`config.mk`:
```
export PLATFORM = sky130hd
export DESIGN_NAME = lisf_tail
export DESIGN_NICKNAME = d
export VERILOG_FILES = /design/src/hdl/lisf_pkg.sv /design/src/hdl/lisf_tail.sv
export SDC_FILE = /design/constraint.sdc
export NUM_CORES = 2
export LEC_CHECK = 0
export ABC_CLOCK_PERIOD_IN_PS = 11860
export BUFFER_PORTS_ARGS = -buffer_cell sky130_fd_sc_hd__buf_2
export CAP_MARGIN = 15
export CORE_UTILIZATION = 33
export DETAILED_ROUTE_END_ITERATION = 10
export REMOVE_ABC_BUFFERS = 1
export SETUP_SLACK_MARGIN = 0.15
export SYNTH_ARGS = -nofsm -noshare
export SYNTH_HDL_FRONTEND = slang
export SYNTH_SLANG_ARGS = --single-unit
```
`constraint.sdc`:
```
create_clock -name clk -period 11.86 [get_ports clk]
set_input_delay 0.593 -clock clk [delete_from_list [all_inputs] [get_ports clk]]
set_output_delay 0.593 -clock clk [all_outputs]
set_load 0.02 [all_outputs]
```
`src/hdl/lisf_pkg.sv`:
```
// shared types and status codes for the line intersection block
// no dependencies
package lisf_pkg;

  localparam logic [1:0] ST_OK  = 2'd0;
  localparam logic [1:0] ST_PAR = 2'd1;
  localparam logic [1:0] ST_SAT = 2'd2;

  typedef struct packed {
    logic par;
    logic dv;
    logic negq;
  } lisf_flags_t;

endpackage

```
`src/hdl/lisf_tail.sv`:
```
// x saturation, slope multiply and y finish, three register stages
// depends on lisf_pkg
module lisf_tail #(
  parameter int W  = 32,
  parameter int F  = 16,
  parameter int NB = 49
) (
  input  logic                 clk,
  input  logic                 rst_n,
  input  logic                 en,
  input  logic                 valid_i,
  input  lisf_pkg::lisf_flags_t flags_i,
  input  logic [W-1:0]         m_i,
  input  logic [W-1:0]         b_i,
  input  logic [W-1:0]         xv_i,
  input  logic [NB-1:0]        q_i,
  output logic                 valid_o,
  output logic [W-1:0]         x_o,
  output logic [W-1:0]         y_o,
  output logic [1:0]           st_o
);
  import lisf_pkg::*;

  // x stage
  logic         xs_valid_r, xs_par_r, xs_sat_r;
  logic [W-1:0] xs_x_r, xs_m_r, xs_b_r;
  logic         pos_ov, neg_ov;
  logic [W-1:0] x_nxt;
  logic         sat_nxt;

  // multiply stage
  logic            ms_valid_r, ms_par_r, ms_sat_r;
  logic [W-1:0]    ms_x_r, ms_b_r;
  logic [2*W-1:0]  ms_p_r;

  // y stage
  logic            ys_valid_r;
  logic [W-1:0]    ys_x_r, ys_y_r;
  logic [1:0]      ys_st_r;
  logic signed [2*W-1:0] psh;
  logic signed [2*W:0]   ysum;
  logic            y_ov;
  logic [W-1:0]    y_nxt;

  assign pos_ov = |q_i[NB-1:W-1];
  assign neg_ov = (|q_i[NB-1:W]) || (q_i[W-1] && (|q_i[W-2:0]));

  always_comb begin
    x_nxt   = xv_i;
    sat_nxt = 1'b0;
    if (flags_i.dv) begin
      if (flags_i.negq) begin
        sat_nxt = neg_ov;
        x_nxt   = neg_ov ? {1'b1, {(W-1){1'b0}}} : (~q_i[W-1:0] + 1'b1);
      end else begin
        sat_nxt = pos_ov;
        x_nxt   = pos_ov ? {1'b0, {(W-1){1'b1}}} : q_i[W-1:0];
      end
    end
  end

  assign psh  = $signed(ms_p_r) >>> F;
  assign ysum = {psh[2*W-1], psh} + $signed({{(W+1){ms_b_r[W-1]}}, ms_b_r});
  assign y_ov = !((&ysum[2*W:W-1]) || (~|ysum[2*W:W-1]));
  assign y_nxt = y_ov ? (ysum[2*W] ? {1'b1, {(W-1){1'b0}}} : {1'b0, {(W-1){1'b1}}})
                      : ysum[W-1:0];

  always_ff @(posedge clk) begin
    if (!rst_n) begin
      xs_valid_r <= 1'b0;
      ms_valid_r <= 1'b0;
      ys_valid_r <= 1'b0;
    end else if (en) begin
      xs_valid_r <= valid_i;
      ms_valid_r <= xs_valid_r;
      ys_valid_r <= ms_valid_r;
    end
  end

  always_ff @(posedge clk) begin
    if (en) begin
      xs_par_r <= flags_i.par;
      xs_sat_r <= sat_nxt;
      xs_x_r   <= x_nxt;
      xs_m_r   <= m_i;
      xs_b_r   <= b_i;

      ms_par_r <= xs_par_r;
      ms_sat_r <= xs_sat_r;
      ms_x_r   <= xs_x_r;
      ms_b_r   <= xs_b_r;
      ms_p_r   <= $signed(xs_m_r) * $signed(xs_x_r);

      ys_x_r   <= ms_par_r ? '0 : ms_x_r;
      ys_y_r   <= ms_par_r ? '0 : y_nxt;
      ys_st_r  <= ms_par_r ? ST_PAR : ((ms_sat_r || y_ov) ? ST_SAT : ST_OK);
    end
  end

  assign valid_o = ys_valid_r;
  assign x_o     = ys_x_r;
  assign y_o     = ys_y_r;
  assign st_o    = ys_st_r;
endmodule

```
==> flow_metrics.py <==
metrics = {
    "sta": {
        "grt_setup_unrepaired": "no",
        "setup_slack_ns": 2.53,
        "worst-slew-pin-transition_ns": 1.14,
        "drv_slew": 0,
        "fin_tns_setup_ns": 0,
        "max_freq_mhz": 107,
        "finClkSkew_ns": 0.0338,
        "setup_viol": 0,
        "slew-limit-headroom_pct": 23.8,
        "finalCritPeriodShare_pct": 78.7,
        "finalHoldViolCount": 0,
        "period_minus_slack_ns": 9.33,
        "hold_slack_ns": 0.189,
    },
    "placement": {
        "dp_slack_ns": 2.67,
        "place_inst": 6729,
        "place_congestion": 0.894,
        "place.port_buffers": 218,
        "dpl.hpwl_microns": 111000,
    },
    "synth": {
        "synth_top_area_share_pct": 44.8,
        "synth_top_area_cell": "fa_1",
        "syn_area_sq_um": 48300,
        "synth_common_cells": "fa_1, inv_1, nand2_1",
        "yosysUniqueCellTypes": 78,
        "ys_seq_elements": 281,
        "syn_area_per_cell_sq_um": 10.2,
        "synth_cells": 4746,
        "synth-edff-count": 278,
        "synth.area.top_cells": "fa_1, edfxtp_1, inv_1",
        "async_flop_share_pct": 0,
        "yosysSeqAreaShare_pct": 17.4,
        "synthMostInstantiatedCell": "fa_1",
        "synth_ff_type": "edfxtp_1",
        "synth_warnings": 0,
    },
    "floorplan": {
        "core_area_sq_um": 145000,
        "start_util_pct": 33.2,
        "die_x_microns": 385,
        "fp-row-count": 140,
        "io_pins": 219,
        "die_h_microns": 385,
        "dieArea_sq_um": 148000,
    },
    "clock_network": {
        "clkSinkCount": 281,
        "cts_resized": 0,
        "ctsHoldBuffers": 0,
        "cts_root_buf": "clkbuf_16",
        "cts_setup_buffers": 0,
        "clkTransAtPathRegs_ns": 0.06,
        "clock_latency_ns": 0.59,
        "cts_made_buffers": 36,
        "htreeDepth": 2,
        "cts_tree": "done",
        "clockBufferDepth": 3,
    },
    "route": {
        "wl_met2_microns": 69600,
        "drt_wl_total_microns": 142000,
        "drt_iter0_drc": 2155,
        "met3_length_microns": 9290,
        "dr.max_layer_used": "met5",
        "drtAntennaViolNets": 0,
        "wl_met1_microns": 58600,
        "vias": 33600,
        "remaining_drc_errors": 0,
        "wl_per_cell_microns": 20.9,
        "dr.pass1.iters": 5,
        "via_per_inst": 4.95,
    },
    "outcome": {
        "status": "finished clean",
    },
    "global_routing": {
        "grt_usage_pct": 19.5,
        "overflow": 0,
        "grt_pass1_vias": 36300,
        "grt_max_degree": 78,
        "grt_pass1_wl_microns": 218000,
        "antenna_found_initial": 8,
    },
    "setup_path": {
        "regToRegEndpoint": "ms_p_r[61]$_DFFE_PP_",
        "crit_required_ns": 12.17,
        "startpoint_type": "flip-flop",
        "ff2ff_setup_slack_ns": 2.53,
        "critical_path_class": "flip-flop to flip-flop",
        "arrival_ns": 9.63,
        "worstSetupStartpoint": "xs_m_r[15]$_DFFE_PP_",
        "crit_path_end_kind": "flip-flop",
        "rr_startpoint": "xs_m_r[15]$_DFFE_PP_",
        "worstRegToRegCells": 25,
        "path_max_fanout": 17,
    },
    "hold_path": {
        "min_from": "m_i[3]",
        "holdPathStages": 1,
        "hold-path-endpoint": "xs_m_r[3]$_DFFE_PP_",
        "holdCritPathClass": "input pin to flip-flop",
    },
    "layout": {
        "fin_cells": 6794,
        "syn_to_final_growth_pct": 9.06,
        "nets": 6313,
        "drive_above_1_share_pct": 7.78,
    },
    "run": {
        "drv_cap": 0,
    },
}
-- state kept, by name (all words and copies together) (netlist names) --
register,count
ms_b_r,32
ms_par_r,1
xs_b_r,32
ms_p_r,48
y_o,32
ms_sat_r,1
xs_par_r,1
ms_x_r,32
valid_o,1
xs_valid_r,1
x_o,32
st_o,2
xs_m_r,32
xs_sat_r,1
ms_valid_r,1
xs_x_r,32
-- layout by cell type (no fill, tap or decap), drive strengths merged, types with 15 or more instances in the layout --
cell type | Yosys | layout
inv | 979 | 982
nor2 | 148 | 148
o31ai | 37 | 37
and2 | 517 | 517
edfxtp | 278 | 278
nand2 | 550 | 550
nand3 | 28 | 28
nand2b | 18 | 18
nor3 | 41 | 41
xnor2 | 56 | 56
fa | 1082 | 1082
nor2b | 43 | 43
buf | 8 | 304
a211oi | 17 | 17
a31oi | 15 | 15
clkbuf | 230 | 45
nand4 | 15 | 15
xor2 | 40 | 40
a21oi | 124 | 124
ha | 229 | 229
o21ai | 68 | 68
a21o | 30 | 30
-- layer usage --
metal	track usage (%)	vias to the layer above
li1	-	14600
met1	25.3	17700
met2	33.3	1105
met3	3.06	228
met4	6.01	4
met5	0	-
-- how the worst max path moves through the flow --
| stage | cells after the start | endpoint |
|---|---|---|
| 2_1_floorplan | 25 | ms_p_r[61]$_DFFE_PP_ |
| 3_3_place_gp | 25 | ms_p_r[61]$_DFFE_PP_ |
| 3_5_place_dp | 25 | ms_p_r[61]$_DFFE_PP_ |
| 4_1_cts | 25 | ms_p_r[61]$_DFFE_PP_ |
| 5_1_grt | 23 | ms_p_r[61]$_DFFE_PP_ |
| 6_report | 25 | ms_p_r[61]$_DFFE_PP_ |
-- area by class of cell --
type                    instances  area, sq um
clock buffers                  45          956
clock inverters                17          166
diodes                          3         7.51
well taps                    1917         2400
repair buffers                304         1750
fillers                     14600        92700
inverters                     979         3670
flip-flops and latches        281         8410
multi-input cells            3248        35300
-- per-stage QoR --
stage	area [sq um]	utilization (%)
3_5_place_dp	51500	35.5
2_1_floorplan	47400	-
6_report	52700	36.2
3_3_place_gp	51500	35.5
4_1_cts	52700	36.2
5_1_grt	52700	36.2
-- worst max-delay path: stages (launching register included) --
cell	delay (ns)
edfxtp_1	0.89
buf_4	0.42
nand2_1	0.12
fa_1	0.52
fa_1	0.56
inv_1	0.06
fa_1	0.48
fa_1	0.62
fa_1	0.47
fa_1	0.46
fa_1	0.50
inv_1	0.05
fa_1	0.48
inv_1	0.04
ha_1	0.30
and4_1	0.32
nor3b_1	0.31
nand2_1	0.10
a2111o_1	0.47
a31o_2	0.33
a31oi_1	0.26
nor2_1	0.10
o31ai_1	0.67
a31oi_1	0.24
o21bai_1	0.21
xor2_1	0.08
-- cell families after synthesis --
family                     count (synthesis)  synth area share [%]
muxes                                      7                 0.145
adders and majority gates               1311                  50.8
buffers and inverters                   1217                  9.52
AOI/OAI and AO/OA                        405                  5.54
and+or+nand+nor                         1429                  14.9
xor gates and xnor gates                  96                  1.74
DFF                                      281                  17.4
Power is not shown: default switching activity piles up to over one toggle a cycle in this logic, so the estimate is an artifact.
