[src/hdl/lisf_pkg.sv]
// shared types and status codes for the line intersection block
// no dependencies
package lisf_pkg;

  localparam logic [1:0] ST_OK  = 2'd0;
  localparam logic [1:0] ST_PAR = 2'd1;
  localparam logic [1:0] ST_SAT = 2'd2;

  typedef struct packed {
    logic par;
    logic dv;
    logic negq;
  } lisf_flags_t;

endpackage

[src/hdl/lisf_div_step.sv]
// one registered restoring division step, payload carried alongside
// depends on lisf_pkg
module lisf_div_step #(
  parameter int W  = 32,
  parameter int NB = 49
) (
  input  logic                 clk,
  input  logic                 rst_n,
  input  logic                 en,
  input  logic                 valid_i,
  input  lisf_pkg::lisf_flags_t flags_i,
  input  logic [W-1:0]         m_i,
  input  logic [W-1:0]         b_i,
  input  logic [W-1:0]         xv_i,
  input  logic [W:0]           d_i,
  input  logic [W-1:0]         rem_i,
  input  logic [NB-1:0]        nq_i,
  output logic                 valid_o,
  output lisf_pkg::lisf_flags_t flags_o,
  output logic [W-1:0]         m_o,
  output logic [W-1:0]         b_o,
  output logic [W-1:0]         xv_o,
  output logic [W:0]           d_o,
  output logic [W-1:0]         rem_o,
  output logic [NB-1:0]        nq_o
);
  import lisf_pkg::*;

  logic         valid_r;
  lisf_flags_t  flags_r;
  logic [W-1:0] m_r, b_r, xv_r, rem_r;
  logic [W:0]   d_r;
  logic [NB-1:0] nq_r;
  logic [W:0]   trial, diff;
  logic         ge;

  assign trial = {rem_i, nq_i[NB-1]};
  assign ge    = trial >= d_i;
  assign diff  = trial - d_i;

  always_ff @(posedge clk) begin
    if (!rst_n) begin
      valid_r <= 1'b0;
    end else if (en) begin
      valid_r <= valid_i;
    end
  end

  always_ff @(posedge clk) begin
    if (en) begin
      flags_r <= flags_i;
      m_r     <= m_i;
      b_r     <= b_i;
      xv_r    <= xv_i;
      d_r     <= d_i;
      rem_r   <= ge ? diff[W-1:0] : trial[W-1:0];
      nq_r    <= {nq_i[NB-2:0], ge};
    end
  end

  assign valid_o = valid_r;
  assign flags_o = flags_r;
  assign m_o     = m_r;
  assign b_o     = b_r;
  assign xv_o    = xv_r;
  assign d_o     = d_r;
  assign rem_o   = rem_r;
  assign nq_o    = nq_r;
endmodule

[config.mk]
export PLATFORM = sky130hd
export DESIGN_NAME = lisf_div_step
export DESIGN_NICKNAME = d
export VERILOG_FILES = /design/src/hdl/lisf_pkg.sv /design/src/hdl/lisf_div_step.sv
export SDC_FILE = /design/constraint.sdc
export NUM_CORES = 1
export LEC_CHECK = 0
export ABC_AREA = 0
export BUFFER_PORTS_ARGS = -buffer_cell sky130_fd_sc_hd__buf_2
export CORE_MARGIN = 8
export CORE_UTILIZATION = 40
export CTS_CLUSTER_SIZE = 16
export DETAILED_ROUTE_END_ITERATION = 12
export GPL_TIMING_DRIVEN = 1
export HOLD_SLACK_MARGIN = 0.03
export PLACE_DENSITY = 0.73
export SYNTH_ARGS = -nofsm -noshare
export SYNTH_HDL_FRONTEND = slang
export SYNTH_SLANG_ARGS = --single-unit
[constraint.sdc]
create_clock -name clk -period 3 [get_ports clk]
set_clock_uncertainty 0.1 [all_clocks]
set_input_delay 0.3 -clock clk [delete_from_list [all_inputs] [get_ports clk]]
set_output_delay 0.3 -clock clk [all_outputs]
set_load 0.01 [all_outputs]
==> impl_summary.md, run 1 <==
Timing
The final critical-path setup slack is approximately 0.038 ns. The number of max-slew violations in the final report was 0. The pin slew with the least headroom to its limit is 0.5012 ns. The aggregate negative setup slack is 0 ns. Measured against its own limit, the worst slew margin works out to between 60 and 70%. The final clock period utilization by the worst path is 98.74%. The worst path in the final design needs a cycle of about 3 ns, including I/O delays and setup. The number of failing hold endpoints at the final stage is 0. The highest clock rate is 0.3376 GHz.

Setup violations remaining at the end of the flow were counted as 0.

Final layout
The final cell count without fillers is between 1500 and 2000. Of the cells placed in the final design, the portion with a size suffix greater than 1 is a little under half. The area added between synthesis and finish is 65.50%. For this run, the post-layout net count is roughly 1500.

Worst setup path
The number of cells on the worst reg-to-reg path is 3. The startpoint of the worst register-to-register path is valid_o$_SDFFE_PN0P_. The minimum setup slack among reg-to-reg paths is approximately 1.7 ns. The launching element type of the critical path is an input pin.

The launch point of the critical path is d_i[24]. At the worst endpoint, the required time is about 3.1 ns. The critical-path maximum fanout is 7. The worst setup path is of the input pin to register kind. The capturing point of the worst reg2reg path is valid_o$_SDFFE_PN0P_. Data arrives at the worst endpoint at slightly above 3 ns.

STA classifies the critical path endpoint as a register.

CTS
The maximum buffer depth of the clock tree is 3. The clock tree root buffer cell is clkbuf_16. The TritonCTS clock tree is built. The later pin in the worst-skew pair is clocked with a latency of 0.49 ns.

In this run the number of H-tree levels came out at 1. The TritonCTS sink count is between 200 and 250. Buffers inserted during clock tree synthesis total 23.

The post-CTS clock slew at the launch and capture registers of the worst setup and hold paths is around 0.06 ns.

Power
IR analysis of the VDD net gives a maximum drop of around 0.36 mV. The leakage power total is roughly 6.6 nW. The power density over cell area is about 550 mW/mm^2.

Yosys
The number of different library cells used by synthesis comes to 62. After technology mapping, the gate count stands at approximately 570. For this run, the register share of the synthesized area comes to 70.62%. The post-synthesis instance area is between 0.009 and 0.01 sq mm. The net count after synthesis is 825. The average instance area after synthesis is about 16 sq um. The share of async-settable or async-resettable flops after synthesis is 0%. During synthesis, Yosys emitted a total of 0 warnings. After synthesis the netlist holds a flip-flop and latch count of approximately 210. The most common flop cell mapped by yosys is edfxtp_1.

Yosys mapped a number of flops with a built-in enable equal to between 200 and 250.

Floorplan
The initial core utilization is a little over 40%. In this run the horizontal extent of the chip is 166.7 um. The area inside the core boundary is 0.02250 sq mm. The area enclosed by the die boundary is between 0.02 and 0.03 sq mm. The die outline height is 166.7 um. Row generation in the floorplan step produced 55 rows. During I/O placement, the number of pins put on the boundary was 431.

Run
The max-cap check violation count is 0.

Global route
The number of antenna violations at the first check in global routing is 3. The total global routing overflow is 0. The via count of the first global-routing pass came to 8342. The wire length of the first global-routing pass is between 50000 and 60000 um.

The maximum number of pins on one net before global-route repair is 81. The overall track demand over capacity in global routing is 23.96%.

Route
Dividing the detail-routed wire length by the instance count gives approximately 23 um. The total number of vias is ~8000. After the first detailed-routing iteration, the DRC count stood at ~600. The via density per instance is about 5. The first-pass detailed-route iteration total is 5. The remaining antenna violation count after routing is 0. The routed design has around 35000 um of wire. The number of design rule violations left after detail routing is 0.

Hold path
The path class of the tightest hold or removal check is input pin to register. The worst hold endpoint is rem_o[20]$_DFFE_PP_. The number of stages on the worst hold path is 3.

The worst min-delay path startpoint is rem_i[19].

Placement
OpenSTA, run right after detailed placement, puts the worst setup slack at -0.05871 ns. The half-perimeter wire length of the detailed placement result is between 20000 and 25000 um. The total instance count after detailed placement is roughly 1300. Routability-driven placement finished with a final weighted congestion of 0.8965. Port buffering added 430 buffers.

Run status
The flow ran to the end, and the final reports show no timing, DRC or antenna violations.
==> stage by stage <==
step / area [sq um] / total power, mW / utilization, % / hold WS, ns
finish: 15040 / 8.311 / 66.82 / 0.07652
CTS: 14660 / 8.180 / 65.14 / 0.04692
global route: 15040 / 8.607 / 66.82 / 0.07151
floorplan: 9085 / 4.424 / - / 0.2989
detailed placement: 11810 / 5.112 / 52.50 / 0.3781
global placement: 11810 / 5.076 / 52.50 / 0.3768
==> cell usage after synthesis (all sizes together) (4+ instances only) <==
library cell  number  area share, %
o31ai              5           0.47
o21a               7           0.58
buf               16            1.7
ha                33            4.5
mux2              28            4.5
nor2b              7           0.48
xor2               9           0.87
edfxtp           213             70
nor3               5           0.28
nand3             12           0.72
xnor2             16            1.5
inv               38            1.6
nand2             25            1.0
nor4               4           0.28
nand4             10           0.76
nor2              24            1.0
o21ai             21            1.2
a31oi              6           0.48
a21o              15            1.2
a21oi             32            1.9
a211oi             5           0.41
mux2i              6           0.66
==> sequential cells by signal (all words and copies together) (netlist names) <==
register / count
flags_o: 3
d_o: 33
rem_o: 32
valid_o: 1
xv_o: 32
b_o: 32
nq_o: 49
m_o: 32
==> cells by family (layout without fill, tap and decap cells) <==
family,after synthesis,count (layout),synth area share (%)
compound gates,107,107,7.892
xor+xnor,25,25,2.410
fa+ha+maj,34,34,4.765
buf+inv,57,770,3.347
flops,214,214,70.62
mux,34,34,5.165
other cells,0,3,0
simple gates,103,103,5.798
==> how the worst max path moves through the flow <==
| stage | endpoint | slack [ns] |
|---|---|---|
| finish | rem_o[8]$_DFFE_PP_ | 0.04 |
| floorplan | rem_o[10]$_DFFE_PP_ | 0.12 |
| detailed placement | rem_o[16]$_DFFE_PP_ | -0.06 |
| global placement | rem_o[16]$_DFFE_PP_ | 0.02 |
| CTS | rem_o[16]$_DFFE_PP_ | 0.006 |
| global route | rem_o[2]$_DFFE_PP_ | -0.04 |
==> repair_timing <==
item | in CTS | in global routing
setup endpoints to repair | 0 | 30
hold buffers | 209 | 0
resized for setup | 0 | 44
setup buffers | 0 | 7
hold endpoints to repair | 208 | 0
==> power by group <==
part	internal (mW)	leakage (nW)	switching, mW
registers	3.60	2.09	0.0817
logic	0.873	4.17	0.887
clock network	1.74	0.367	1.13
total	6.21	6.63	2.10
==> per-layer routing <==
metal	track usage (%)	up-vias	wire (um)
li1	-	3592	-
met1	26.63	3890	13000
met2	44.82	395	18970
met3	5.035	91	2227
met4	7.912	0	1269
met5	0	-	0
==> area by class of cell <==
class,count,area [sq um]
multi-input combinational,303,2600
timing repair buffer,692,4760
clock buffer,26,586.8
inverter,38,142.6
antenna,3,7.507
fill,1546,7467
clock inverter,14,166.4
sequential,214,6416
tap,285,356.6
==> cells in the final DEF (no fill, tap or decap), drive strengths merged, types with 15 or more instances in the layout <==
cell,n
nor2,24
a21oi,32
nand2,25
o21ai,21
mux2,28
a21o,15
inv,38
xnor2,16
clkbuf,30
edfxtp,213
dlygate4sd3,209
ha,33
buf,479
==> critical path, cell delays in order <==
cell and delay, ns:
dlygate4sd3_1 0.53, buf_2 0.11, inv_1 0.04, ha_1 0.41
a21oi_2 0.28, o21a_1 0.20, a31oi_4 0.06, o31ai_4 0.31
o221a_4 0.35, clkbuf_16 0.21, mux2_4 0.29
Note: power is estimated with default switching activity, not from simulation.
==> run 2, diff against run 1 <==
--- a/config.mk
+++ b/config.mk
@@ -7,13 +7,13 @@
 export LEC_CHECK = 0
 export ABC_AREA = 0
 export BUFFER_PORTS_ARGS = -buffer_cell sky130_fd_sc_hd__buf_2
-export CORE_MARGIN = 8
-export CORE_UTILIZATION = 40
+export CORE_AREA = 8 8 161 163
 export CTS_CLUSTER_SIZE = 16
 export DETAILED_ROUTE_END_ITERATION = 12
+export DIE_AREA = 0 0 169 171
 export GPL_TIMING_DRIVEN = 1
 export HOLD_SLACK_MARGIN = 0.03
-export PLACE_DENSITY = 0.73
+export PLACE_DENSITY = 0.72
 export SYNTH_ARGS = -nofsm -noshare
 export SYNTH_HDL_FRONTEND = slang
 export SYNTH_SLANG_ARGS = --single-unit
==> impl_summary.md, run 2 (synthesized netlist as in run 1, its figures left out) <==
CTS
The tree is rooted in a clkbuf_16. The number of levels in the clock H-tree is 1. The tree built by TritonCTS fans out to around 210 sinks. The clock passes through at most 3 buffers. The post-CTS clock slew at the launch and capture registers of the worst setup and hold paths is ~0.06 ns. At the later pin of the worst-skew pair, clock insertion delay measures 0.51 ns. The TritonCTS clock tree is built.

The number of buffers inserted during clock tree synthesis is 23.

Power
The proportion of power drawn by combinational gates is approximately 21%. The power density over cell area is 554.0 mW/mm^2. The largest vdd supply drop is between 0.3 and 0.4 mV. The clock network fraction of total power is a little over a third. The internal power is about 6.2 mW.

The sequential group share of total power is between 40 and 50%. The switching component of the power is 2.100 mW. The power consumption is just over 8 mW. The switching portion of total power is roughly 25%. In this run the static leakage power is roughly 6.6 nW.

Global route
The maximum number of pins on one net before global-route repair is just over 70. The via count of the first global-routing pass is about 8300. The number of antenna violations at the first check in global routing came to 4. Global routing used 23.07% of the available tracks across all layers. The total global routing overflow is 0. The first global-routing pass estimated a little over 50000 um of wire.

Route
The via density per instance is approximately 4.9. The number of design rule violations left after detail routing is 0. The first-pass detailed-route iteration total is 4.

The initial detailed-routing violation count is 503. The count of nets left with antenna violations once routing finished came out at 0. After detailed routing, the average wire length per cell comes to 22.01 um.

The total number of vias is approximately 7900. The total routed wirelength is ~35000 um.

Final layout
The share of layout cells above drive strength 1 is between 40 and 50%. The final layout contains 1520 nets. The most common cell after layout, fill and taps aside is buf_2. In the layout the commonest cells are buf_2 (429), edfxtp_1 (213), dlygate4sd3_1 (211). The total of fill cells in the finished design is roughly 1700. The register with the most flip-flops in the layout has 49 of them.

The core utilization of the finished layout is between 60% and 70%. The area added between synthesis and finish is 64.85%.

Timing
Setup violations remaining at the end of the flow were counted as 0. The final period demand of the worst path is slightly below 3 ns. The number of failing hold endpoints at the final stage is 0. Of the available clock period, the critical path in the final layout requires approximately 99%. The worst slew margin relative to its limit is 58.84%.

Setup slack closes at ~0.044 ns. Setup repair after global routing left no endpoint under its margin. The smallest hold slack is a little under 0.09 ns. At the pin with the least slew margin, the transition time is 0.6110 ns. The number of max-slew violations in the final report is 0. The highest clock rate is 0.3383 GHz. The aggregate negative setup slack is 0 ns.

Worst setup path
The kind of cell with the highest combined delay along the critical path is buffers and inverters. The critical-path maximum fanout is 10. The slowest stage cell on the critical path is dlygate4sd3_1. STA puts the critical path data required time at approximately 3.2 ns.

On the worst path, the slowest cell contributes a delay of between 0.5 and 0.6 ns. The startpoint-to-endpoint class of the critical path is input pin to register. The worst setup path is launched from an input pin. Counting buffers and inverters, the worst setup path is 10 cells deep. Counting cells, the worst reg-to-reg path comes to 3.

Walking the worst path, the cells encountered are dlygate4sd3_1 -> buf_2 -> inv_1 -> ha_2 -> nand4_1 -> or2_1 -> or3_1 -> o221a_4 -> clkbuf_16 -> mux2_4. The arrival time reported for the critical path endpoint is 3.12 ns. Counting both buffers and inverters, the worst setup path holds a total of 4. STA classifies the critical path endpoint as a register.

Run
The tool flagged a number of max-cap violations equal to 0.

Placement
The count of port buffers added during placement is 430. The wire-length estimate of the detail-placed layout is 23880 um. The post-placement worst setup slack is -0.1244 ns.

The congestion estimate from routability-driven global placement came to 0.8591.

Floorplan
The floorplan step defined a core boundary enclosing roughly 0.023 sq mm. The initialized floorplan defines 56 standard-cell rows. The boundary pin count is roughly 430.

The initial core utilization is between 30 and 40%. The die is approximately 170 um tall. The die covers slightly below 0.03 sq mm.

The die width is between 150 and 200 um.

Hold path
The number of stages on the worst hold path is 3. The worst hold path belongs to the class input pin to register.

Run status
The run finished with clean final reports.
run 2: changes by cell type in the layout (fill, tap and decap cells not counted), moves of 2 or more:
cell           delta
ha_4              -3
ha_1              +4
clkbuf_16         -2
inv_1             +2
clkbuf_1          -2
o21ai_2           -3
inv_2             -2
o21ai_1           +2
buf_4             -4
dlygate4sd3_1     +2
run 2: power by group through the flow:
stage | logic [mW] | registers [mW] | clock network (mW)
5_1_grt | 1.81 | 3.71 | 3.07
3_5_place_dp | 1.39 | 3.73 | 0
3_3_place_gp | 1.37 | 3.72 | 0
2_1_floorplan | 0.544 | 3.88 | 0
6_report | 1.70 | 3.69 | 2.91
4_1_cts | 1.63 | 3.67 | 2.97
run 2: area by class of cell:
class | count | area [sq um] | area share, %
clock buffer | 24 | 579.3 | 3.868
antenna | 3 | 7.507 | 0.05013
tap | 319 | 399.1 | 2.665
multi-input combinational | 303 | 2524 | 16.85
inverter | 38 | 142.6 | 0.9524
clock inverter | 16 | 195.2 | 1.303
timing repair buffer | 689 | 4713 | 31.47
sequential | 214 | 6416 | 42.84
run 2: worst reg2reg max path, cell delays in order, from the launching register on:
cell           delay [ns]
dfxtp_1              0.31
mux2i_1              0.12
nor2b_1              0.06
dlygate4sd3_1        0.55
run 2: final timing paths:
check	startpoint	to	slack, ns
hold reg to reg	valid_o$_SDFFE_PN0P_	valid_o$_SDFFE_PN0P_	0.99
hold / removal	rem_i[0]	rem_o[1]$_DFFE_PP_	0.09
setup / recovery	d_i[16]	rem_o[23]$_DFFE_PP_	0.04
setup reg to reg	valid_o$_SDFFE_PN0P_	valid_o$_SDFFE_PN0P_	1.75
run 2: stage by stage:
step,instances,instance area [sq um]
finish,1606,14980
detailed placement,1350,11890
global placement,1350,11890
global route,1606,14980
floorplan,574,9085
CTS,1601,14780
run 2: what timing repair did:
item | CTS | global route
setup endpoints to repair | 0 | 29
buffers inserted | 0 | 1
gates resized for setup | 0 | 26
endpoints found under the hold margin | 210 | 0
hold buffers | 211 | 0
run 2: layer usage:
layer	global-route usage [%]	wire length, um
met5	0	12
met3	6.315	2663
met1	25.17	12750
met2	42.25	18580
met4	8.657	1349
==> run 3, diff against run 2 <==
--- a/config.mk
+++ b/config.mk
@@ -7,13 +7,13 @@
 export LEC_CHECK = 0
 export ABC_AREA = 0
 export BUFFER_PORTS_ARGS = -buffer_cell sky130_fd_sc_hd__buf_2
-export CORE_AREA = 8 8 161 163
+export CORE_AREA = 8 8 160 162
 export CTS_CLUSTER_SIZE = 16
 export DETAILED_ROUTE_END_ITERATION = 12
-export DIE_AREA = 0 0 169 171
+export DIE_AREA = 0 0 168 170
 export GPL_TIMING_DRIVEN = 1
 export HOLD_SLACK_MARGIN = 0.03
-export PLACE_DENSITY = 0.72
+export PLACE_DENSITY = 0.7
 export SYNTH_ARGS = -nofsm -noshare
 export SYNTH_HDL_FRONTEND = slang
 export SYNTH_SLANG_ARGS = --single-unit
==> constraint.sdc (replaced) <==
create_clock -name clk -period 3.65 [get_ports clk]
set_clock_uncertainty 0.1 [all_clocks]
set_input_delay 0.365 -clock clk [delete_from_list [all_inputs] [get_ports clk]]
set_output_delay 0.365 -clock clk [all_outputs]
set_load 0.01 [all_outputs]
==> impl_summary.md, run 3 (synthesized netlist as in run 1, its figures left out) <==
Route
In this run the remaining antenna-violating nets after routing total 0. After detailed routing, the number of vias per cell comes to 4.905. The final layout contains routed wiring with a total length of between 30000 and 40000 um. The routed layout has ~7400 vias. For this run, design rule violations remaining after detail routing come to 0. The first TritonRoute pass finished after 4 iterations.

The routed wire length per instance is roughly 22 um. The first routing iteration left ~500 violations.

CTS
The TritonCTS sink count is 214. The TritonCTS clock tree is built. The insertion delay of the later-clocked pin in the worst-skew pair is ~0.5 ns.

The root buffer cell chosen for the clock tree is clkbuf_16. The clock passes through at most 3 buffers. The number of levels in the clock H-tree is 1. Clock-pin slew was measured on the worst setup and hold paths at about 0.06 ns. The number of buffers inserted during clock tree synthesis is 23.

Run
The max-cap check violation count is 0.

Power
The worst-case IR drop observed on VDD is 0.5015 mV. Summed over all cells, the static leakage comes to between 6 and 7 nW. The power density over cell area is between 400 and 500 mW/mm^2.

Final layout
The library cell used most frequently in the layout, excluding fill and tap cells, is buf_2. The total of fill cells in the finished design is around 1700. In the layout the commonest cells are buf_2 (429), edfxtp_1 (213), dlygate4sd3_1 (182). The register with the most flip-flops in the layout has 49 of them.

The post-route cell area is 0.01413 sq mm. The final layout contains roughly 1500 nets. The area added between synthesis and finish is 55.53%. Of the cells placed in the final design, the portion with a size suffix greater than 1 is about 43%.

Floorplan
The total area inside the core boundary comes to between 0.02 and 0.025 sq mm. For this configuration, the core starts out at a cell density of between 30% and 40%. The area enclosed by the die boundary is between 0.02 and 0.03 sq mm. Measured along the y axis, the die boundary spans between 150 and 200 um. After floorplanning, the core was divided into 56 placement rows. From left edge to right edge, the die measures roughly 170 um. The boundary pin count is 431.

Timing
Timing would allow up to approximately 0.29 GHz. The number of max-slew violations in the final report is 0. The smallest hold slack is around 0.075 ns. Setup violations remaining at the end of the flow were counted as 0.

The pin slew with the least headroom to its limit is approximately 0.77 ns. The number of failing hold endpoints at the final stage is 0. The aggregate negative setup slack is 0 ns. The final clock period utilization by the worst path is roughly 94%. Headroom to the max-slew limit came out at around half. In the post-route analysis, the smallest setup slack over all paths is ~0.22 ns. The routed design could run at a clock period as short as about 3.4 ns. Setup repair after global routing left no endpoint under its margin.

Worst setup path
In this run the worst path has a maximum fanout of 13. In this run the critical register-to-register path is launched from valid_o$_SDFFE_PN0P_. Data on the critical path arrives at its endpoint at around 3.6 ns. The type of destination of the critical path is a register.

The launching element type of the critical path is an input pin. The launch point of the critical path is d_i[8]. At the worst endpoint, the required time is about 3.8 ns.

The critical path is of the input pin to register type.

Placement
The half-perimeter wire length of the detailed placement result is around 23000 um. The weighted congestion reported at the end of routability-driven placement is roughly 0.84. At the placement stage, the worst setup path has a slack of approximately 0.21 ns. The count of port buffers added during placement is 430. The total cell area at the placement stage is about 0.012 sq mm.

Global route
The overall track demand over capacity in global routing is a little over a fifth. The wire length of the first global-routing pass is around 47000 um. Entering global routing, the biggest net connects between 90 and 100 pins.

The via count of the first global-routing pass came to approximately 7700. The number of antenna violations at the first check in global routing is 3. Global routing finished with a remaining overflow of 0.

Hold path
In this run the most critical hold path is launched from rem_i[30]. The path class of the lowest-slack min-delay path is input pin to register.

Run status
The flow ran to the end, and the final reports show no timing, DRC or antenna violations.
run 3: cell types whose count changed in the layout (fill, tap and decap cells not counted), moves of 2 or more:
cell	previous run	this run
ha_2	2	0
o21ai_0	13	15
clkinvlp_4	2	4
clkinv_1	4	2
buf_12	5	1
o21ai_1	7	5
nor4_2	2	0
nor4_1	2	4
ha_1	27	33
ha_4	4	0
a21oi_1	27	29
dlygate4sd3_1	211	182
buf_4	42	8
inv_6	0	2
run 3: worst paths after layout:
path                                              to  slack (ns)  cells after the start
worst max-delay path              rem_o[3]$_DFFE_PP_        0.22                     13
worst min-delay path             rem_o[31]$_DFFE_PP_        0.07                      2
worst max register to register  valid_o$_SDFFE_PN0P_        2.41                      3
worst min register to register  valid_o$_SDFFE_PN0P_        0.96                      3
run 3: layout make-up:
class	count	area [sq um]	share of cell area (%)
sequential	214	6416	45.41
timing repair buffer	622	4074	28.83
multi-input combinational	303	2365	16.74
clock buffer	25	583.1	4.126
tap	290	362.8	2.568
clock inverter	17	178.9	1.266
inverter	38	142.6	1.009
antenna	3	7.507	0.05313
run 3: stage by stage:
| stage | utilization (%) | power, mW | std cells |
|---|---|---|---|
| 3_3_place_gp | 50.04 | 4.121 | 1285 |
| 3_5_place_dp | 50.04 | 4.138 | 1285 |
| 5_1_grt | 61.30 | 6.863 | 1512 |
| 2_1_floorplan | - | 3.636 | 574 |
| 4_1_cts | 61.25 | 6.640 | 1509 |
| 6_report | 61.30 | 6.598 | 1512 |
run 3: worst max-delay path: stages:
cell and delay, ns:
dlygate4sd3_1 0.54, buf_2 0.12, inv_1 0.04, ha_1 0.40, a21o_1 0.24, a31oi_1 0.29, nor2_1 0.10, o211ai_2 0.16
nand3_2 0.12, o31ai_2 0.30, o221a_2 0.27, buf_4 0.27, mux2_1 0.35
run 3: layer usage:
layer  GRT usage (%)  vias to the layer above  wire, um
met5               0                        -         0
met1           24.13                     3540     11950
met3           5.097                       63      2407
met4           8.152                        0      1096
li1                -                     3453         -
met2           39.68                      361     17220
run 3: what timing repair did:
action,4_1_cts,5_1_grt
endpoints found under the hold margin,181,0
endpoints found under the setup margin,0,19
gates resized for setup,0,1
setup buffers,0,0
hold buffers,182,0
run 3: power breakdown:
| group | leakage [nW] | switching (mW) | total (mW) | internal (mW) |
|---|---|---|---|---|
| Combinational | 3.79 | 0.652 | 1.25 | 0.600 |
| Clock | 0.365 | 0.948 | 2.33 | 1.38 |
| Sequential | 2.09 | 0.0607 | 3.02 | 2.96 |
